**config.mk**
```make
export PLATFORM = sky130hd
export DESIGN_NAME = alofb_csr
export DESIGN_NICKNAME = d
export VERILOG_FILES = /design/src/hdl/alofb_pkg.sv /design/src/hdl/alofb_csr.sv
export SDC_FILE = /design/constraint.sdc
export NUM_CORES = 1
export LEC_CHECK = 0
export BUFFER_PORTS_ARGS = -buffer_cell sky130_fd_sc_hd__buf_2
export CAP_MARGIN = 0
export CORE_UTILIZATION = 45
export DETAILED_ROUTE_END_ITERATION = 6
export PLACE_DENSITY = 0.79
export RECOVER_POWER = 100
export SETUP_SLACK_MARGIN = 0.05
export SLEW_MARGIN = 5
export SYNTH_ARGS = -nofsm -noshare
export SYNTH_HDL_FRONTEND = slang
export SYNTH_SLANG_ARGS = --single-unit
```
**constraint.sdc**
```tcl
create_clock -name clock -period 1.3 [get_ports clock]
set_input_delay 0.13 -clock clock [delete_from_list [all_inputs] [get_ports clock]]
set_output_delay 0.13 -clock clock [all_outputs]
set_load 0.05 [all_outputs]
```
**src/hdl/alofb_pkg.sv**
```systemverilog
// Shared types, constants and helpers for the overdub/feedback looper.
`default_nettype none
package alofb_pkg;

   // Word on the request channel
   typedef struct packed {
      logic              action;
      logic signed [23:0] sample_in;
   } req_payload_type;

   // Word on the response channel
   typedef struct packed {
      logic signed [23:0] sample_out;
      logic [14:0]        block_position;
   } rsp_payload_type;

   // Controller -> datapath commands
   typedef struct packed {
      logic load;
      logic sweep_init;
      logic sweep_step;
      logic rd;
      logic mul;
      logic sum;
      logic ramp;
      logic finish;
      logic clear;
   } ctrl_cmd_type;

   // Datapath -> controller status
   typedef struct packed {
      logic sweep_last;
   } ctrl_status_type;

   // Action codes
   localparam logic ACT_PROCESS = 1'b0;
   localparam logic ACT_CLEAR   = 1'b1;

   // Register indexes (paddr[3:2])
   localparam logic [1:0] REG_RECORD_GAIN   = 2'd0;
   localparam logic [1:0] REG_FEEDBACK_GAIN = 2'd1;
   localparam logic [1:0] REG_LOOP_LENGTH   = 2'd2;

   localparam int          PADDR_W         = 4;
   localparam int          LEN_W           = 17;      // clamped length, up to MAX_BLOCKS
   localparam logic [15:0] LOOP_LEN_RESET  = 16'd15000;
   localparam logic [15:0] RAMP_UNITY      = 16'd32768; // 1.0 in Q1.15

   function automatic logic signed [23:0] sat24(input logic signed [40:0] v);
      if (v > 41'sd8388607)
         return 24'sd8388607;
      if (v < -41'sd8388608)
         return -24'sd8388608;
      return $signed(v[23:0]);
   endfunction

endpackage
`default_nettype wire

```
**src/hdl/alofb_csr.sv**
```systemverilog
// APB-style configuration registers: record gain, feedback gain, loop length.
`default_nettype none
module alofb_csr (
   input  wire logic                          clock,
   input  wire logic                          reset,
   input  wire logic                          psel,
   input  wire logic                          penable,
   input  wire logic                          pwrite,
   input  wire logic [alofb_pkg::PADDR_W-1:0] paddr,
   input  wire logic [31:0]                   pwdata,
   output logic      [31:0]                   prdata,
   output logic                               pready,
   output logic      [14:0]                   record_gain,
   output logic      [14:0]                   feedback_gain,
   output logic      [15:0]                   loop_length
);
   import alofb_pkg::*;

   logic [14:0] record_gain_ff, record_gain_in;
   logic [14:0] feedback_gain_ff, feedback_gain_in;
   logic [15:0] loop_length_ff, loop_length_in;
   logic        wr_en;
   logic [1:0]  reg_sel;

   assign wr_en   = psel & penable & pwrite;
   assign reg_sel = paddr[3:2];
   assign pready  = 1'b1;

   always_comb begin
      record_gain_in   = record_gain_ff;
      feedback_gain_in = feedback_gain_ff;
      loop_length_in   = loop_length_ff;
      if (wr_en) begin
         case (reg_sel)
            REG_RECORD_GAIN:   record_gain_in   = pwdata[14:0];
            REG_FEEDBACK_GAIN: feedback_gain_in = pwdata[14:0];
            REG_LOOP_LENGTH:   loop_length_in   = pwdata[15:0];
            default: ;
         endcase
      end
   end

   always_ff @(posedge clock) begin
      if (reset) begin
         record_gain_ff   <= '0;
         feedback_gain_ff <= '0;
         loop_length_ff   <= LOOP_LEN_RESET;
      end else begin
         record_gain_ff   <= record_gain_in;
         feedback_gain_ff <= feedback_gain_in;
         loop_length_ff   <= loop_length_in;
      end
   end

   always_comb begin
      case (reg_sel)
         REG_RECORD_GAIN:   prdata = {17'd0, record_gain_ff};
         REG_FEEDBACK_GAIN: prdata = {17'd0, feedback_gain_ff};
         REG_LOOP_LENGTH:   prdata = {16'd0, loop_length_ff};
         default:           prdata = '0;
      endcase
   end

   assign record_gain   = record_gain_ff;
   assign feedback_gain = feedback_gain_ff;
   assign loop_length   = loop_length_ff;

endmodule
`default_nettype wire

```
* Word level (Yosys, flattened, before mapping)
Index checks and enable logic that the tools add are counted.
Operators by class: $add $sub $neg 0, multiply operators 0, divide/modulo/power cells 0, $lt $le $gt $ge 0, equal/unequal tests 2, shifts and indexed selects 0, mux-type cells 1, bitwise gates (word level) 2, reduce and logical (&&, ||, !) cells 4
Operators by type and width (count):
- case mux 16 bit (3 select lines) | 1
- AND reduction 2 bit | 3
- bitwise AND 1 bit | 2
- == test 2 x 1 -> 1 bit (second input constant) | 1
- == test 2 bit (second input constant) | 1
- logical NOT 2 bit | 1
Storage, ports and cells: flip-flop bits (word level) 46, bits in latches 0, memory bits (writable) 0, ROM bits 0, input bits 41, logic and storage cells 12, memories kept 0

* Logic depth before layout (Yosys ltp)
depth after elaboration 3, mapped depth 5, depth with buffers taken out 3

* Worst setup path after synthesis
No wires, ideal clock.
path kind register -> output, from reg loop_length_ff[0] (netlist: loop_length[0]), to out prdata[0], arrival time 1.871 ns, path slack -0.701 ns, cell stages (with the launch flop) 3, path buffers 0, cell sequence dfxtp_1 -> mux2i_1 -> o21ai_0
On the way: word-level cells in the longest chain between the ends 1
Ends and longest elaborated chain:
- from (decl) | RTL line alofb_csr.sv:21 | logic [15:0] loop_length_ff, loop_length_in;
- from (signal assigned) | RTL line alofb_csr.sv:51 | loop_length_ff <= loop_length_in;
- case mux 16 bit (3 select lines) | RTL line alofb_csr.sv:56 | case (reg_sel)
- to (decl) | RTL line alofb_csr.sv:11 | output logic [31:0] prdata,
Every way passes these cells.

* Worst setup path in the final report
from reg loop_length_ff[3] (netlist: loop_length[3]), to out prdata[3]
The elaborated chain is that of the path after synthesis.

==> run_results.csv <==
group,metric,value,unit
sta,fin_crit_sh,95.4,%
power_and_ir_drop,vdd_drop_max,0.702,mV
global_routing,antenna_found_initial,0,
route,first_iter_violations,96,
synthesis,yosysSeqAreaShare,39.0,%
power_and_ir_drop,internal_power,2.18,mW
sta,period_minus_slack,1240,ps
sta,hold_viol,0,
die,die-area,5540,sq um
placement,routabilityCongestion,0.761,
cts,cts_buffers,5,
critical_path,crit_path_start_kind,"flip-flop",
min_path,min_path_type,"in2reg",
route,detail_route.first_pass.iterations,4,
placement,port_buffers,84,
sta,max-slew-margin-rel,64.9,%
synthesis,avgSynthCellArea,9.40,sq um
finish,nets,384,
power_and_ir_drop,switching_share,28.6,%
power_and_ir_drop,pwr-share-comb,19.0,%
power_and_ir_drop,power_frac_clock,33.7,%
cts,postCtsHoldBufs,0,
sta,rsz0062_at_grt,"true",
critical_path,crit_type,"reg2out",
route,vias,1984,
cts,cts_setup_buffers,0,
placement,hpwlAfterDp,4080,um
power_and_ir_drop,sequentialPowerShare,47.2,%
global_routing,grt_usage,21.3,%
sta,skew,0,ps
synthesis,netlist.area_leader.share,39.0,%
synthesis,synth_cell_types,19,
power_and_ir_drop,powerDensity,941,nW/um^2
sta,setup_ws,60.1,ps
critical_path,cp_slowest_stage_delay,340,ps
route,wl_met3,248,um
cts,cts_buffer_depth,2,
power_and_ir_drop,p_leak,1.48,nW
critical_path,path_cells,"mux2i_1 -> o21ai_4 -> buf_6",
synthesis,synthCells,251,
sta,tns,0,ps
sta,fmax,807,MHz
critical_path,cp-end-kind,"primary output",
synthesis,synth_area,2360,sq um
cts,clk_pin_slew,80,ps
critical_path,cp.arrival,1110,ps
sta,setup_viol,0,
critical_path,critPathRequiredTime,1170,ps
power_and_ir_drop,total_power,3.06,mW
sta,worstMarginPinSlew,527,ps
critical_path,cp_top_family,"flip-flops",
die,rows,25,
placement,dp.cells,403,
critical_path,critPathMaxFanout,3,
power_and_ir_drop,p_sw,0.874,mW
critical_path,crit_buf_inv,1,
outcome,status,"finished clean",
cts,cts_root_buffer,"clkbuf_8",
sta,maxSlewViolCount,0,
global_routing,overflow,0,
finish,final_cells,411,
cts,clkLatencyLatePin,290,ps
route,met2_length,2840,um
die,pin_count,120,
global_routing,grt_max_degree,70,
finish,final_util,66.6,%
finish,fin_area,3250,sq um
route,drc,0,
die,start_util,48.4,%
placement,place_area,3100,sq um
synthesis,synth_top_cells_by_area,"dfxtp_1, mux2i_1, nand2b_1",
cts,clock_sinks,46,
finish,diodes,0,
route,wl_met1,2520,um
finish,syn_to_final_growth,37.7,%
finish,final_cell_mix,"nand2b_1, mux2i_1, clkbuf_2",
synthesis,ys_warn_count,0,
cts,cts_tree,"done",
die,die_y,74.4,um
job,cap_violations,0,
die,fp.coreArea,4880,sq um
synthesis,synth_seq_cells,46,
cts,htree_levels,2,
route,via_per_inst,4.83,
global_routing,grt_pass1_wl,8850,um
synthesis,yosysTopAreaCell,"dfxtp_1",
critical_path,slowest_stage,"dfxtp_2",
route,top_layer,"met4",
route,detail_route.wl_per_cell,13.7,um
placement,preCtsSetupSlack,-55.8,ps
global_routing,grt_pass1_vias,1853,
route,routed_wl,5650,um
route,ant_nets,0,
die,die_x,74.4,um
finish,layout_commonest_cell,"nand2b_1",
finish,drive_gt1_share,45.6,%
sta,whs,90.9,ps
-- synthesized netlist by cell type --
master / count
buf_2: 4
buf_4: 20
dfxtp_1: 46
nand4_2: 1
nor3b_1: 2
nand2_1: 15
nand2b_1: 55
or3b_1: 1
nor2_1: 14
conb_1: 2
or3_1: 1
mux2i_1: 61
nand3_2: 1
clkbuf_1: 9
nor2b_1: 1
o21ai_0: 15
and3b_1: 1
buf_6: 1
nor3_2: 1
-- logic make-up (layout without fill, tap and decap cells) --
group,Yosys count,in the layout,synth area share (%)
AND/OR/NAND/NOR,93,93,22.5
multiplexers,61,61,25.9
flip-flops,46,46,39.0
buffers and inverters,34,112,9.12
AO/OA/AOI/OAI,15,15,3.18
other,2,17,0.318
-- worst reg2reg max path, delay by kind of cell (launching register included) --
family           cells  cell delay [ps]
multiplexers         1              140
flip-flops           1              380
AND/OR/NAND/NOR      1               80
-- metal layers --
| layer | vias to the layer above | track usage [%] |
|---|---|---|
| li1 | 980 | - |
| met4 | 0 | 5.03 |
| met5 | - | 0 |
| met1 | 935 | 26.1 |
| met3 | 5 | 4.61 |
| met2 | 64 | 38.1 |
-- power groups by stage --
| stage | Clock (mW) | Sequential (mW) | Combinational [mW] |
|---|---|---|---|
| 2_1_floorplan | 0 | 1.54 | 0.402 |
| 3_3_place_gp | 0 | 1.47 | 0.555 |
| 3_5_place_dp | 0 | 1.48 | 0.561 |
| 4_1_cts | 1.05 | 1.44 | 0.578 |
| 5_1_grt | 1.11 | 1.45 | 0.615 |
| 6_report | 1.03 | 1.45 | 0.582 |
-- final timing paths --
kind                                        from               end  slack [ps]  depth (start not counted)
worst max-delay path              loop_length[3]         prdata[3]          60                          3
worst min-delay path                  pwdata[15]   loop_length[15]          90                          3
worst max register to register  feedback_gain[3]  feedback_gain[3]         630                          2
worst min register to register    record_gain[3]    record_gain[3]         490                          2
-- final cells by class --
cell class                      instances  area [sq um]
Tap cell                               67          83.8
Clock buffer                            7          76.3
Fill cell                             415          1630
Timing Repair Buffer                  104           604
Multi-Input combinational cell        186          1500
Clock inverter                          1          30.0
Sequential cell                        46           957
-- what timing repair did --
item / CTS / global route
setup endpoints to repair: 15 / 16
endpoints found under the hold margin: 0 / 0
resized for setup: 20 / 19
-- registers in the layout, indices dropped and copies added (netlist names) --
register	count
feedback_gain	15
record_gain	15
loop_length	16
(Power assumes the default switching activity.)
