[src/hdl/alofb_pkg.sv]
// Shared types, constants and helpers for the overdub/feedback looper.
`default_nettype none
package alofb_pkg;

   // Word on the request channel
   typedef struct packed {
      logic              action;
      logic signed [23:0] sample_in;
   } req_payload_type;

   // Word on the response channel
   typedef struct packed {
      logic signed [23:0] sample_out;
      logic [14:0]        block_position;
   } rsp_payload_type;

   // Controller -> datapath commands
   typedef struct packed {
      logic load;
      logic sweep_init;
      logic sweep_step;
      logic rd;
      logic mul;
      logic sum;
      logic ramp;
      logic finish;
      logic clear;
   } ctrl_cmd_type;

   // Datapath -> controller status
   typedef struct packed {
      logic sweep_last;
   } ctrl_status_type;

   // Action codes
   localparam logic ACT_PROCESS = 1'b0;
   localparam logic ACT_CLEAR   = 1'b1;

   // Register indexes (paddr[3:2])
   localparam logic [1:0] REG_RECORD_GAIN   = 2'd0;
   localparam logic [1:0] REG_FEEDBACK_GAIN = 2'd1;
   localparam logic [1:0] REG_LOOP_LENGTH   = 2'd2;

   localparam int          PADDR_W         = 4;
   localparam int          LEN_W           = 17;      // clamped length, up to MAX_BLOCKS
   localparam logic [15:0] LOOP_LEN_RESET  = 16'd15000;
   localparam logic [15:0] RAMP_UNITY      = 16'd32768; // 1.0 in Q1.15

   function automatic logic signed [23:0] sat24(input logic signed [40:0] v);
      if (v > 41'sd8388607)
         return 24'sd8388607;
      if (v < -41'sd8388608)
         return -24'sd8388608;
      return $signed(v[23:0]);
   endfunction

endpackage
`default_nettype wire

[src/hdl/alofb_ctrl.sv]
// Sequencer: reset sweep, clear sweep and the per-sample step chain.
`default_nettype none
module alofb_ctrl (
   input  wire logic                        clock,
   input  wire logic                        reset,
   input  wire logic                        req_valid,
   input  wire logic                        req_action,
   output logic                             req_ready,
   output logic                             rsp_valid,
   input  wire logic                        rsp_ready,
   output alofb_pkg::ctrl_cmd_type          cmd,
   input  wire alofb_pkg::ctrl_status_type  status
);
   import alofb_pkg::*;

   typedef enum logic [2:0] {
      ST_INIT, ST_IDLE, ST_SWEEP, ST_RD, ST_MUL, ST_SUM, ST_RAMP, ST_FIN
   } state_type;

   state_type state_ff, state_in;
   logic      clr_ff, clr_in;
   logic      out_valid_ff, out_valid_in;
   logic      out_free;

   assign out_free = ~out_valid_ff | rsp_ready;

   always_comb begin
      state_in = state_ff;
      clr_in   = clr_ff;
      cmd      = '0;
      case (state_ff)
         ST_INIT: begin
            cmd.sweep_step = 1'b1;
            if (status.sweep_last)
               state_in = ST_IDLE;
         end
         ST_IDLE: begin
            if (req_valid) begin
               cmd.load = 1'b1;
               clr_in   = (req_action == ACT_CLEAR);
               if (req_action == ACT_CLEAR) begin
                  cmd.sweep_init = 1'b1;
                  state_in       = ST_SWEEP;
               end else begin
                  state_in = ST_RD;
               end
            end
         end
         ST_SWEEP: begin
            cmd.sweep_step = 1'b1;
            if (status.sweep_last)
               state_in = ST_FIN;
         end
         ST_RD: begin
            cmd.rd   = 1'b1;
            state_in = ST_MUL;
         end
         ST_MUL: begin
            cmd.mul  = 1'b1;
            state_in = ST_SUM;
         end
         ST_SUM: begin
            cmd.sum  = 1'b1;
            state_in = ST_RAMP;
         end
         ST_RAMP: begin
            cmd.ramp = 1'b1;
            state_in = ST_FIN;
         end
         ST_FIN: begin
            // hold here until the output register can take the word
            if (out_free) begin
               cmd.finish = 1'b1;
               state_in   = ST_IDLE;
            end
         end
         default: state_in = ST_INIT;
      endcase
      cmd.clear = clr_ff;

      out_valid_in = out_valid_ff;
      if (cmd.finish)
         out_valid_in = 1'b1;
      else if (out_valid_ff && rsp_ready)
         out_valid_in = 1'b0;
   end

   always_ff @(posedge clock) begin
      if (reset) begin
         state_ff     <= ST_INIT;
         clr_ff       <= 1'b0;
         out_valid_ff <= 1'b0;
      end else begin
         state_ff     <= state_in;
         clr_ff       <= clr_in;
         out_valid_ff <= out_valid_in;
      end
   end

   assign req_ready = (state_ff == ST_IDLE);
   assign rsp_valid = out_valid_ff;

endmodule
`default_nettype wire

[config.mk]
export PLATFORM = sky130hd
export DESIGN_NAME = alofb_ctrl
export DESIGN_NICKNAME = d
export VERILOG_FILES = /design/src/hdl/alofb_pkg.sv /design/src/hdl/alofb_ctrl.sv
export SDC_FILE = /design/constraint.sdc
export NUM_CORES = 1
export LEC_CHECK = 0
export ABC_AREA = 0
export BUFFER_PORTS_ARGS = -buffer_cell sky130_fd_sc_hd__buf_2
export CORE_AREA = 2 2 39 41
export CTS_CLUSTER_DIAMETER = 40
export DETAILED_ROUTE_END_ITERATION = 8
export DIE_AREA = 0 0 41 43
export GPL_TIMING_DRIVEN = 0
export PLACE_DENSITY_LB_ADDON = 0.08
export SLEW_MARGIN = 0
export SYNTH_ARGS = -nofsm -noshare
export SYNTH_HDL_FRONTEND = slang
export SYNTH_SLANG_ARGS = --single-unit
export TNS_END_PERCENT = 1
[constraint.sdc]
create_clock -name clock -period 1.3 [get_ports clock]
set_input_delay 0.195 -clock clock [delete_from_list [all_inputs] [get_ports clock]]
set_output_delay 0.195 -clock clock [all_outputs]
set_load 0.01 [all_outputs]
## After elaboration in Yosys (flattened, before gate mapping)

Index checks and enable logic that the tools add are counted.
Widths: inputs -> output; s select.

| storage, ports and cells | value |
|---|---|
| input bits | 6 |
| word-level logic and storage cells | 40 |
| flip-flop bits (word level) | 5 |

| cells by class | value |
|---|---|
| mux-type cells | 18 |
| reduce and logical (&&, ||, !) cells | 6 |
| equal/unequal tests | 11 |
| bitwise gates (word level) | 2 |

Operator list:

| cell | count |
|---|---|
| $pmux 3 s8 | 1 |
| $eq 3x3->1 const B | 4 |
| $mux 3 | 4 |
| $mux 1 | 11 |
| $ne 2x2->1 const B | 4 |
| $eq 3x2->1 const B | 2 |
| $mux 2 | 2 |
| $reduce_and 4->1 | 1 |
| $eq 3x1->1 const B | 1 |
| $logic_not 3->1 | 1 |
| $reduce_and 2->1 | 1 |
| $reduce_bool 2->1 | 1 |
| $reduce_or 2->1 | 1 |
| $logic_and 1x1->1 | 1 |
| $not 1->1 | 1 |
| $or 1x1->1 | 1 |

## Depth between registers and ports, before layout

Gate-level depths: netlist of the first run.

| depth | value |
|---|---|
| depth after elaboration | 5 |
| mapped depth | 4 |
| mapped depth without buffers | 3 |

## Worst setup path after synthesis of the first run

Ideal clock, no wire load.

| timing | value |
|---|---|
| path kind | register to output |
| from | register state_ff[0] |
| to | output port cmd[7] in the netlist's numbering |
| required time | 1.105 ns |
| buffers on the path | 1 |
| slack | 0.178 ns |
| cell stages (with the launch flop) | 4 |
| arrival | 0.927 ns |
| path through | dfxtp_1 buf_6 nor3b_4 and3_4 |

RTL lines:

| what | line | text |
|---|---|---|
| from (decl) | alofb_ctrl.sv:20 | `state_type state_ff, state_in;` |
| from (signal assigned) | alofb_ctrl.sv:94 | `state_ff <= state_in;` |
| to (decl) | alofb_ctrl.sv:11 | `output alofb_pkg::ctrl_cmd_type cmd,` |

==> summary.md, run 1 <==
| Metric | Value |
|---|---|
| Number of port buffers | 16 |
| Worst-path fanout max | 5 |
| Synth Instances | 37 |
| CP Launch Type | flop |
| WL/cell | 10.6 um |
| Final WL | 835 um |
| Total of fill cells in the finished design | 158 |
| Footprint of the multi-input gates | 195 um^2 |
| CTS tree | yes |
| P_int | 0.354 mW |
| R2R setup slack | 0.12 ns |
| Post-route setup slack | -0.0504 ns |
| Met1 wire length | 393 um |
| Critical Path RT | 1.11 ns |
| Vias in the first global route | 291 |
| Clock Sinks | 5 |
| Die Area | 0.00176 mm^2 |
| Initial Util | 22.8% |
| GRT Util Overall | 10.2% |
| Core Region | 0.00138 mm^2 |
| P_sw | 0.133 mW |
| Post-route setup TNS | -0.106 ns |
| Fraction of layout cells with a size suffix above 1 | 66.7% |
| Grt ovf | 0 |
| Clock slew at reported path FFs | 0.05 ns |
| Slew Limit Fails | 0 |
| H-tree lvl count | 1 |
| Failing checks | negative setup slack |
| Post-CTS Hold Fix Bufs | 0 |
| IR drop worst, VDD | 0.374 mV |
| DPL Wire Length | 561 um |
| Hold/Removal Path Class | input pin to flop |
| Power share of the sequential group | 35.4% |
| GP Congestion | 0.611 |
| Synth Flop Type | dfxtp_1 |
| Max Clock Freq | 0.741 GHz |
| RSZ-0062 raised after global routing | yes |
| Antenna violation net count after detailed routing | 0 |
| Die W | 41 um |
| DR DRC count | 0 |
| Pwr dens | 881 mW/mm^2 |
| Max-cap violations | 0 |
| Reg2Reg Capture Point | state_ff[0] |
| Status | finished with violations |
| Power Total | 0.487 mW |
| Synth Register Bits | 5 |
| Setup WS pre-CTS | -0.00297 ns |
| FFs w/ async S/R, synth | 0% |
| Fin. Hold Viols | 0 |
| Skew-Pair Late Insertion Delay | 0.24 ns |
| Critical Path End Type | output pin |
| Initial DRT Pass Iterations | 4 |
| Tightest Pin Transition | 0.326 ns |
| TritonCTS Buffers | 3 |
| Area share of the largest cell type after synthesis | 31.7% |
| Synth area leader | dfxtp_1 |
| Slew headroom | 78.3% |
| Routed via count | 337 |
| Setup violators final | 3 |
| ANT cells | 0 |
| Worst hold endpoint | rsp_valid |
| Maximum clock path buffer count | 2 |
| Sequential area share after synthesis | 31.7% |
| Worst Setup Path Type | flop to output pin |
| Iteration-0 DRC Markers | 7 |
| Net Sw Frac | 27.3% |
| Mapped Area | 315 um^2 |
| Main area contributors after synthesis | dfxtp_1 32%, nor3b_1 7.1%, nor3b_4 6.0%, buf_4 4.8%, and3_4 3.6% |
| Clk root buf | clkbuf_4 |
| Vias per cell | 4.27 |
| DP Area | 415 um^2 |
| Part of the power in combinational logic | 27.5% |
| Fin nets | 70 |
| FP Rows | 14 |
| Worst-case reg-to-reg path depth | 5 |
| Register area | 106 um^2 |
| Top Layer Used | met4 |
| Clock group share of total power | 37.1% |
| Worst r2r src | state_ff[1] |
| Syn-to-layout area delta | 75.4% |
| Post-Syn Nets | 43 |
| Final period util | 104% |
| Die height | 43 um |
| Final setup skew | 0.00619 ns |
| Post-Syn Area per Cell | 8.52 um^2 |
| Hold Path Stages | 2 |
| Post-synth EDFFs | 0 |
| Leak | 0.274 nW |
| Antenna violations before repair | 0 |
| Synth unique cells | 22 |
| Metal2 WL | 382 um |
| Post-route cell area | 553 um^2 |
| Largest net degree at the start of global routing | 11 |
| Worst hold start | reset |
| Hold slack | 0.174 ns |
| Crit path time final | 1.35 ns |
| CP arrival | 1.16 ns |
| Synth warnings | 0 |
| I/O Pins | 17 |
| First-pass GRT wire length | 1.16 mm |
| Routed length on met3 | 54 um |
-- area by class of cell --
type                       count  share of cell area (%)
multi-input combinational     25                    35.3
timing repair buffer          23                    28.5
sequential                     5                    19.2
buffer                         4                    6.79
clock buffer                   4                    4.75
tap                           16                    3.62
inverter                       2                    1.81
-- cells in the final DEF (no fill, tap or decap), types with 2 or more instances in the layout --
cell type,Yosys,routed
buf_2,2,14
buf_4,2,8
buf_6,1,4
nor3b_2,0,3
nor2_1,3,3
clkbuf_4,0,3
nand2_1,2,2
nor3_1,2,2
dfxtp_1,5,2
dfxtp_2,0,2
-- logic make-up (layout without fill, tap and decap cells) --
logic type / after synthesis / after routing / share of synthesized area (%)
AND/OR/NAND/NOR: 18 / 18 / 37.3
AO/OA/AOI/OAI: 7 / 7 / 17.1
buffers and inverters: 7 / 33 / 13.9
flip-flops: 5 / 5 / 31.7
-- registers in the layout (all words and copies together) (netlist names) --
signal	count
state_ff	3
clr_ff	1
rsp_valid	1
-- cell usage after synthesis (all sizes together), types with 2 or more instances --
master and n:
a21oi 2, buf 5, inv 2, dfxtp 5, nand3 2, nor3b 4
nor3 2, and3 2, nor2 3, nand2 2
-- through the flow --
step	util, %	cells
finish	40.0	79
global route	40.0	79
CTS	38.4	80
detailed placement	30.0	69
global placement	30.0	69
floorplan	-	37
-- worst max-delay path: stages, from the launching register on --
cell and delay (ns):
dfxtp_4 0.36, nor3b_4 0.24, and3_4 0.22, buf_6 0.09
-- routing by layer --
metal	GRT usage (%)	vias up
met5	0	-
met1	13.5	143
met3	3.14	2
met4	8.00	0
li1	-	181
met2	13.1	11
-- power groups by stage --
stage / logic (mW) / registers [mW] / clock network (mW)
2_1_floorplan: 0.0664 / 0.169 / 0
3_3_place_gp: 0.101 / 0.170 / 0
3_5_place_dp: 0.101 / 0.170 / 0
4_1_cts: 0.137 / 0.168 / 0.191
5_1_grt: 0.146 / 0.174 / 0.202
6_report: 0.134 / 0.172 / 0.181
-- how the worst max path moves through the flow --
| stage | startpoint | end | slack [ns] | cells after the start |
|---|---|---|---|---|
| after global placement | state_ff[1] | cmd[1] | -0.04 | 5 |
| final | state_ff[0] | cmd[7] | -0.05 | 3 |
| after floorplan | state_ff[0] | cmd[7] | 0.18 | 3 |
| after detailed placement | state_ff[1] | cmd[1] | -0.003 | 5 |
| after global routing | state_ff[0] | cmd[7] | -0.13 | 3 |
| after CTS | state_ff[0] | cmd[7] | -0.11 | 4 |
-- what timing repair did --
| action | in CTS | in global routing |
|---|---|---|
| buffers inserted | 7 | 0 |
| gates cloned | 0 | 0 |
| setup endpoints to repair | 8 | 9 |
| pin swaps | 1 | 2 |
| gates resized for setup | 8 | 10 |
(Power assumes the default switching activity.)
==> inputs of run 2 (changes only) <==
Settings changed: CORE_AREA 2 2 39 41 to 8 8 45 47, DIE_AREA 0 0 41 43 to 0 0 53 55.
==> summary.md, run 2 (synthesized netlist as in run 1, its figures left out) <==
| Metric | Value |
|---|---|
| Iteration-0 DRC Markers | 2 (was 7) |
| Leak | 0.271 nW (was 0.274 nW) |
| Clock slew at reported path FFs | 0.05 ns (about the same) |
| Core Region | 0.00138 mm^2 (unchanged) |
| GRT Util Overall | 6.56% (was 10.2%) |
| Critical Path End Type | output pin (unchanged) |
| Number of port buffers | 16 (unchanged) |
| Fin nets | 70 (unchanged) |
| Post-route setup slack | -0.0674 ns (was -0.0504 ns) |
| Slew headroom | 79.2% (was 78.3%) |
| Final period util | 105% (was 104%) |
| Post-CTS Hold Fix Bufs | 0 (unchanged) |
| Post-route setup TNS | -0.166 ns (was -0.106 ns) |
| I/O Pins | 17 (unchanged) |
| DPL Wire Length | 674 um (was 561 um) |
| Crit path time final | 1.37 ns (was 1.35 ns) |
| Largest net degree at the start of global routing | 11 (unchanged) |
| Skew-Pair Late Insertion Delay | 0.24 ns (about the same) |
| Failing checks | negative setup slack (unchanged) |
| Vias in the first global route | 340 (was 291) |
| Antenna violations before repair | 0 (unchanged) |
| Grt ovf | 0 (unchanged) |
| Max reg flops | 3 (unchanged) |
| Clk root buf | clkbuf_4 (unchanged) |
| CP arrival | 1.17 ns (was 1.16 ns) |
| Die Area | 0.00292 mm^2 (was 0.00176 mm^2) |
| Syn-to-layout area delta | 69.8% (was 75.4%) |
| DR DRC count | 0 (unchanged) |
| First-pass GRT wire length | 1.42 mm (was 1.16 mm) |
| Most frequent cells in the layout | 14 x buf_2, 9 x buf_4, 4 x buf_6 (was 14 x buf_2, 8 x buf_4, 4 x buf_6) |
| Antenna violation net count after detailed routing | 0 (unchanged) |
| GP Congestion | 0.675 (was 0.611) |
| Tightest Pin Transition | 0.312 ns (was 0.326 ns) |
| Max-cap violations | 0 (unchanged) |
| H-tree lvl count | 1 (unchanged) |
| Hold/Removal Path Class | input pin to flop (unchanged) |
| IR drop worst, VDD | 0.452 mV (was 0.374 mV) |
| RSZ-0062 raised after global routing | yes (unchanged) |
| Pwr dens | 901 mW/mm^2 (was 881 mW/mm^2) |
| Largest reg by FF count | state_ff (unchanged) |
| Post-placement cell count | 69 (unchanged) |
| CTS tree | yes (unchanged) |
| Critical Path RT | 1.11 ns (about the same) |
| Final setup skew | 0.00445 ns (was 0.00619 ns) |
| FP Rows | 14 (unchanged) |
| Initial DRT Pass Iterations | 4 (unchanged) |
| Fin. Hold Viols | 0 (unchanged) |
| Die height | 55 um (was 43 um) |
| Initial Util | 22.8% (unchanged) |
| WL/cell | 12.2 um (was 10.6 um) |
| Non-filler instance count after layout | 79 (unchanged) |
| Clock Sinks | 5 (unchanged) |
| Final WL | 963 um (was 835 um) |
| Routed via count | 359 (was 337) |
| Maximum clock path buffer count | 2 (unchanged) |
| ANT cells | 0 (unchanged) |
| Max Clock Freq | 0.731 GHz (was 0.741 GHz) |
| Worst-path fanout max | 4 (was 5) |
| Slew Limit Fails | 0 (unchanged) |
| TritonCTS Buffers | 3 (unchanged) |
| Fraction of layout cells with a size suffix above 1 | 65.1% (was 66.7%) |
| Die W | 53 um (was 41 um) |
| Setup violators final | 4 (was 3) |
| Power Total | 0.483 mW (was 0.487 mW) |
| Vias per cell | 4.54 (was 4.27) |
| Commonest non-fill, non-tap cell in the layout | buf_2 (unchanged) |
| CP Launch Type | flop (unchanged) |
| Worst Setup Path Type | flop to output pin (unchanged) |
| Status | finished with violations (unchanged) |
-- run 2: worst paths after layout --
kind | endpoint | slack [ns] | depth (start not counted) | start
setup reg to reg | state_ff[0] | 0.13 | 5 | state_ff[1]
hold reg to reg | rsp_valid | 0.50 | 2 | rsp_valid
setup / recovery | cmd[7] | -0.07 | 3 | state_ff[0]
hold / removal | rsp_valid | 0.19 | 2 | reset
-- run 2: power by group --
part	total (mW)	internal [mW]	switching, mW
registers	0.171	0.163	0.00859
clock network	0.177	0.116	0.0607
logic	0.135	0.0736	0.0610
-- run 2: through the flow --
| step | worst slack, ns | hold WS [ns] | utilization, % | area, um^2 |
|---|---|---|---|---|
| floorplan | 0.178 | 0.264 | - | 315 |
| global placement | -0.0246 | 0.431 | 30.0 | 415 |
| finish | -0.0674 | 0.186 | 38.7 | 536 |
| global route | -0.110 | 0.192 | 38.7 | 536 |
| CTS | -0.101 | 0.182 | 38.2 | 528 |
| detailed placement | -0.00297 | 0.437 | 30.0 | 415 |
-- run 2: metal layers --
metal  vias up  wire (um)  GRT usage, %
li1        180          -             -
met3         0        111          3.74
met1       166        427          6.84
met2        13        423          10.2
met5         -          0             0
met4         0          0          3.88
-- run 2: area by class of cell --
type	instances	area, um^2
fillers	158	848
flip-flops and latches	5	106
clock buffers	4	26.3
repair buffers	23	149
multi-input cells	25	190
inverters	2	10.0
plain buffers	4	33.8
well taps	16	20.0
-- run 2: critical path: stages (launching register included) --
cell	delay [ns]
dfxtp_4	0.36
nor3b_4	0.26
and3_4	0.23
buf_6	0.10
-- run 2: repair_timing --
item | CTS | global route
resized for setup | 13 | 3
endpoints found under the hold margin | 0 | 0
setup endpoints to repair | 8 | 8
setup buffers | 6 | 1
pin swaps | 2 | 1
==> inputs of run 3 (changes only) <==
Settings changed: ABC_AREA 0 to 1, SETUP_SLACK_MARGIN set to 0.4.
==> summary.md, run 3 <==
| Metric | Value |
|---|---|
| Commonest non-fill, non-tap cell in the layout | buf_6 (was buf_2) |
| Worst path cell trace | buf_6 -> buf_6 -> nor3_4 -> buf_2 (was nor3b_4 -> and3_4 -> buf_6) |
| Fraction of layout cells with a size suffix above 1 | 65.9% (was 65.1%) |
| Area share of the largest cell type after synthesis | 26.0% (was 31.7%) |
| Antenna violations before repair | 0 (unchanged) |
| Vias per cell | 4.34 (was 4.54) |
| Worst hold start | reset (unchanged) |
| IR drop worst, VDD | 0.487 mV (was 0.452 mV) |
| FP Rows | 14 (unchanged) |
| Fin. Hold Viols | 0 (unchanged) |
| FFs w/ async S/R, synth | 0% (unchanged) |
| Number of port buffers | 16 (unchanged) |
| Non-filler instance count after layout | 107 (was 79) |
| Die height | 55 um (unchanged) |
| Largest net degree at the start of global routing | 6 (was 11) |
| Max Clock Freq | 0.766 GHz (was 0.731 GHz) |
| Skew-Pair Late Insertion Delay | 0.24 ns (about the same) |
| Clock Sinks | 5 (unchanged) |
| Slew Limit Fails | 0 (unchanged) |
| Tightest Pin Transition | 0.158 ns (was 0.312 ns) |
| Post-CTS Hold Fix Bufs | 0 (unchanged) |
| Setup violators final | 1 (was 4) |
| CTS tree | yes (unchanged) |
| Syn-to-layout area delta | 93.5% (was 69.8%) |
| Post-Syn Nets | 65 (was 43) |
| Synth Area in XOR/XNOR | 2.27% (was 0%) |
| Final setup skew | 0.000438 ns (was 0.00445 ns) |
| I/O Pins | 17 (unchanged) |
| RSZ-0062 raised after global routing | yes (unchanged) |
| Critical Path End Type | output pin (unchanged) |
| DR DRC count | 0 (unchanged) |
| Synth Instances | 59 (was 37) |
| Slew headroom | 89.4% (was 79.2%) |
| GRT Util Overall | 8.42% (was 6.56%) |
| Top delay family on crit path | buffers and inverters (was simple AND/OR/NAND/NOR gates) |
| Mapped Area | 385 um^2 (was 315 um^2) |
| Maximum clock path buffer count | 2 (unchanged) |
| Core Region | 0.00138 mm^2 (unchanged) |
| WL/cell | 11.3 um (was 12.2 um) |
| Worst setup startpoint | state_ff[0] (unchanged) |
| Worst r2r src | state_ff[0] (was state_ff[1]) |
| Largest reg by FF count | state_ff (unchanged) |
| Failing checks | negative setup slack (unchanged) |
| Total of fill cells in the finished design | 149 (was 158) |
| Multiplexer area fraction after synthesis | 0% (unchanged) |
| Most frequent cells in the layout | 12 x buf_6, 11 x buf_2, 10 x inv_1 (was 14 x buf_2, 9 x buf_4, 4 x buf_6) |
| CP max-delay cell | dfxtp_2 (was dfxtp_4) |
| Main area contributors after synthesis | dfxtp_1 26%, inv_1 11%, nand2_1 8.8%, nor2_1 7.8%, nand3_4 4.5% (was dfxtp_1 32%, nor3b_1 7.1%, nor3b_4 6.0%, buf_4 4.8%, and3_4 3.6%) |
| Initial Util | 27.8% (was 22.8%) |
| Cell mode on critical path | buf_6 |
| Max-cap violations | 0 (unchanged) |
| CP bufs+invs | 3 (was 1) |
| Synth Area in Simple Gates | 42.9% (was 37.3%) |
| DPL Wire Length | 790 um (was 674 um) |
| Clock slew at reported path FFs | 0.04 ns (was 0.05 ns) |
| Max stage delay on crit path | 0.31 ns (was 0.36 ns) |
| Post-route setup slack | -0.00577 ns (was -0.0674 ns) |
| TritonCTS Buffers | 3 (unchanged) |
| Pwr dens | 1040 mW/mm^2 (was 901 mW/mm^2) |
| Hold/Removal Path Class | input pin to flop (unchanged) |
| Crit path time final | 1.31 ns (was 1.37 ns) |
| Post-route core utilization | 53.9% (was 38.7%) |
| Sequential area share after synthesis | 26.0% (was 31.7%) |
| Critical Path RT | 1.11 ns (about the same) |
| GP Congestion | 0.722 (was 0.675) |
| Antenna violation net count after detailed routing | 0 (unchanged) |
| Largest family of logic cells by synthesized area | simple AND/OR/NAND/NOR gates (unchanged) |
| Hold Path Stages | 2 (unchanged) |
| Status | finished with violations (unchanged) |
| Worst-case reg-to-reg path depth | 8 (was 5) |
| Worst path depth | 4 (was 3) |
| Post-synthesis compound-gate area fraction | 8.44% (was 17.1%) |
| Hold slack | 0.163 ns (was 0.186 ns) |
| Synth area leader | dfxtp_1 (unchanged) |
| CP arrival | 1.11 ns (was 1.17 ns) |
| Post-placement cell count | 91 (was 69) |
| First-pass GRT wire length | 1.84 mm (was 1.42 mm) |
| Synth Flop Type | dfxtp_1 (unchanged) |
| Vias in the first global route | 486 (was 340) |
| Die W | 53 um (unchanged) |
| CP Launch Type | flop (unchanged) |
| Fin nets | 98 (was 70) |
| Post-Syn Area per Cell | 6.53 um^2 (was 8.52 um^2) |
| H-tree lvl count | 1 (unchanged) |
| Most frequent cell after synthesis | inv_1 (was dfxtp_1) |
| Die Area | 0.00292 mm^2 (unchanged) |
| Synth Register Bits | 5 (unchanged) |
| Max reg flops | 3 (unchanged) |
| Commonest cells in the netlist | 11 x inv_1, 9 x nand2_1, 8 x nor2_1 (was 5 x dfxtp_1, 3 x nor2_1, 3 x nor3b_1) |
| Leak | 0.400 nW (was 0.271 nW) |
| Initial DRT Pass Iterations | 4 (unchanged) |
| Routed via count | 464 (was 359) |
| Final period util | 100% (was 105%) |
| ANT cells | 0 (unchanged) |
| Synth unique cells | 22 (unchanged) |
| Final WL | 1.20 mm (was 963 um) |
| Post-synth EDFFs | 0 (unchanged) |
| Grt ovf | 0 (unchanged) |
| Clk root buf | clkbuf_4 (unchanged) |
| Synth warnings | 0 (unchanged) |
| Worst-path fanout max | 5 (was 4) |
| Iteration-0 DRC Markers | 6 (was 2) |
| Adder-cell share of the synthesized area | 0% (unchanged) |
| Worst Setup Path Type | flop to output pin (unchanged) |
==> run 3: final timing paths <==
path,to,slack [ns]
max,cmd[4],-0.006
min reg2reg,clr_ff,0.49
min,clr_ff,0.16
max reg2reg,state_ff[2],0.16
==> run 3: worst register-to-register path, delay by kind of cell, from the launching register on <==
family | cells | cell delay, ns
buf+inv | 4 | 0.39
simple gates | 3 | 0.26
compound gates | 1 | 0.07
flops | 1 | 0.31
==> run 3: cell type report <==
class                           count  area [um^2]  share of cell area [%]
Timing Repair Buffer               28          220                    29.5
Sequential cell                     5          111                    14.9
Buffer                              3         30.0                    4.03
Inverter                           14         60.1                    8.05
Tap cell                           16         20.0                    2.68
Multi-Input combinational cell     37          278                    37.2
Clock buffer                        4         26.3                    3.52
==> run 3: report_power, final <==
| group | leakage [nW] | internal [mW] | switching, mW |
|---|---|---|---|
| combinational | 0.342 | 0.197 | 0.203 |
| clock | 0.0150 | 0.116 | 0.0617 |
| sequential | 0.0436 | 0.175 | 0.0251 |
| total | 0.400 | 0.488 | 0.289 |
==> run 3: routing by layer <==
layer  GRT usage [%]  vias to the layer above  share of wire [%]
li1                -                      242                  -
met1            8.68                      211                 39
met2            14.1                        9                 54
met3            1.87                        2                6.0
met4            7.76                        0                1.1
met5               0                        -                  0
==> run 3: cells by family (layout without fill, tap and decap cells) <==
logic type             Yosys count  after routing
XOR/XNOR                         1              1
AND/OR/NAND/NOR                 30             30
buffers and inverters           17             49
AO/OA/AOI/OAI                    6              6
flip-flops                       5              5
==> run 3: metrics by stage <==
| stage | setup WS [ns] | TNS, ns | power (mW) | area (um^2) |
|---|---|---|---|---|
| finish | -0.00577 | -0.00577 | 0.778 | 746 |
| global route | -0.0725 | -0.221 | 0.833 | 746 |
| CTS | 0.0230 | 0 | 0.738 | 672 |
| detailed placement | 0.167 | 0 | 0.434 | 503 |
| global placement | 0.172 | 0 | 0.435 | 503 |
| floorplan | 0.302 | 0 | 0.372 | 403 |
==> run 3: timing repair <==
item,CTS,global route
setup buffers,12,0
setup endpoints to repair,14,15
pin swaps,5,11
hold endpoints to repair,0,0
resized for setup,12,22
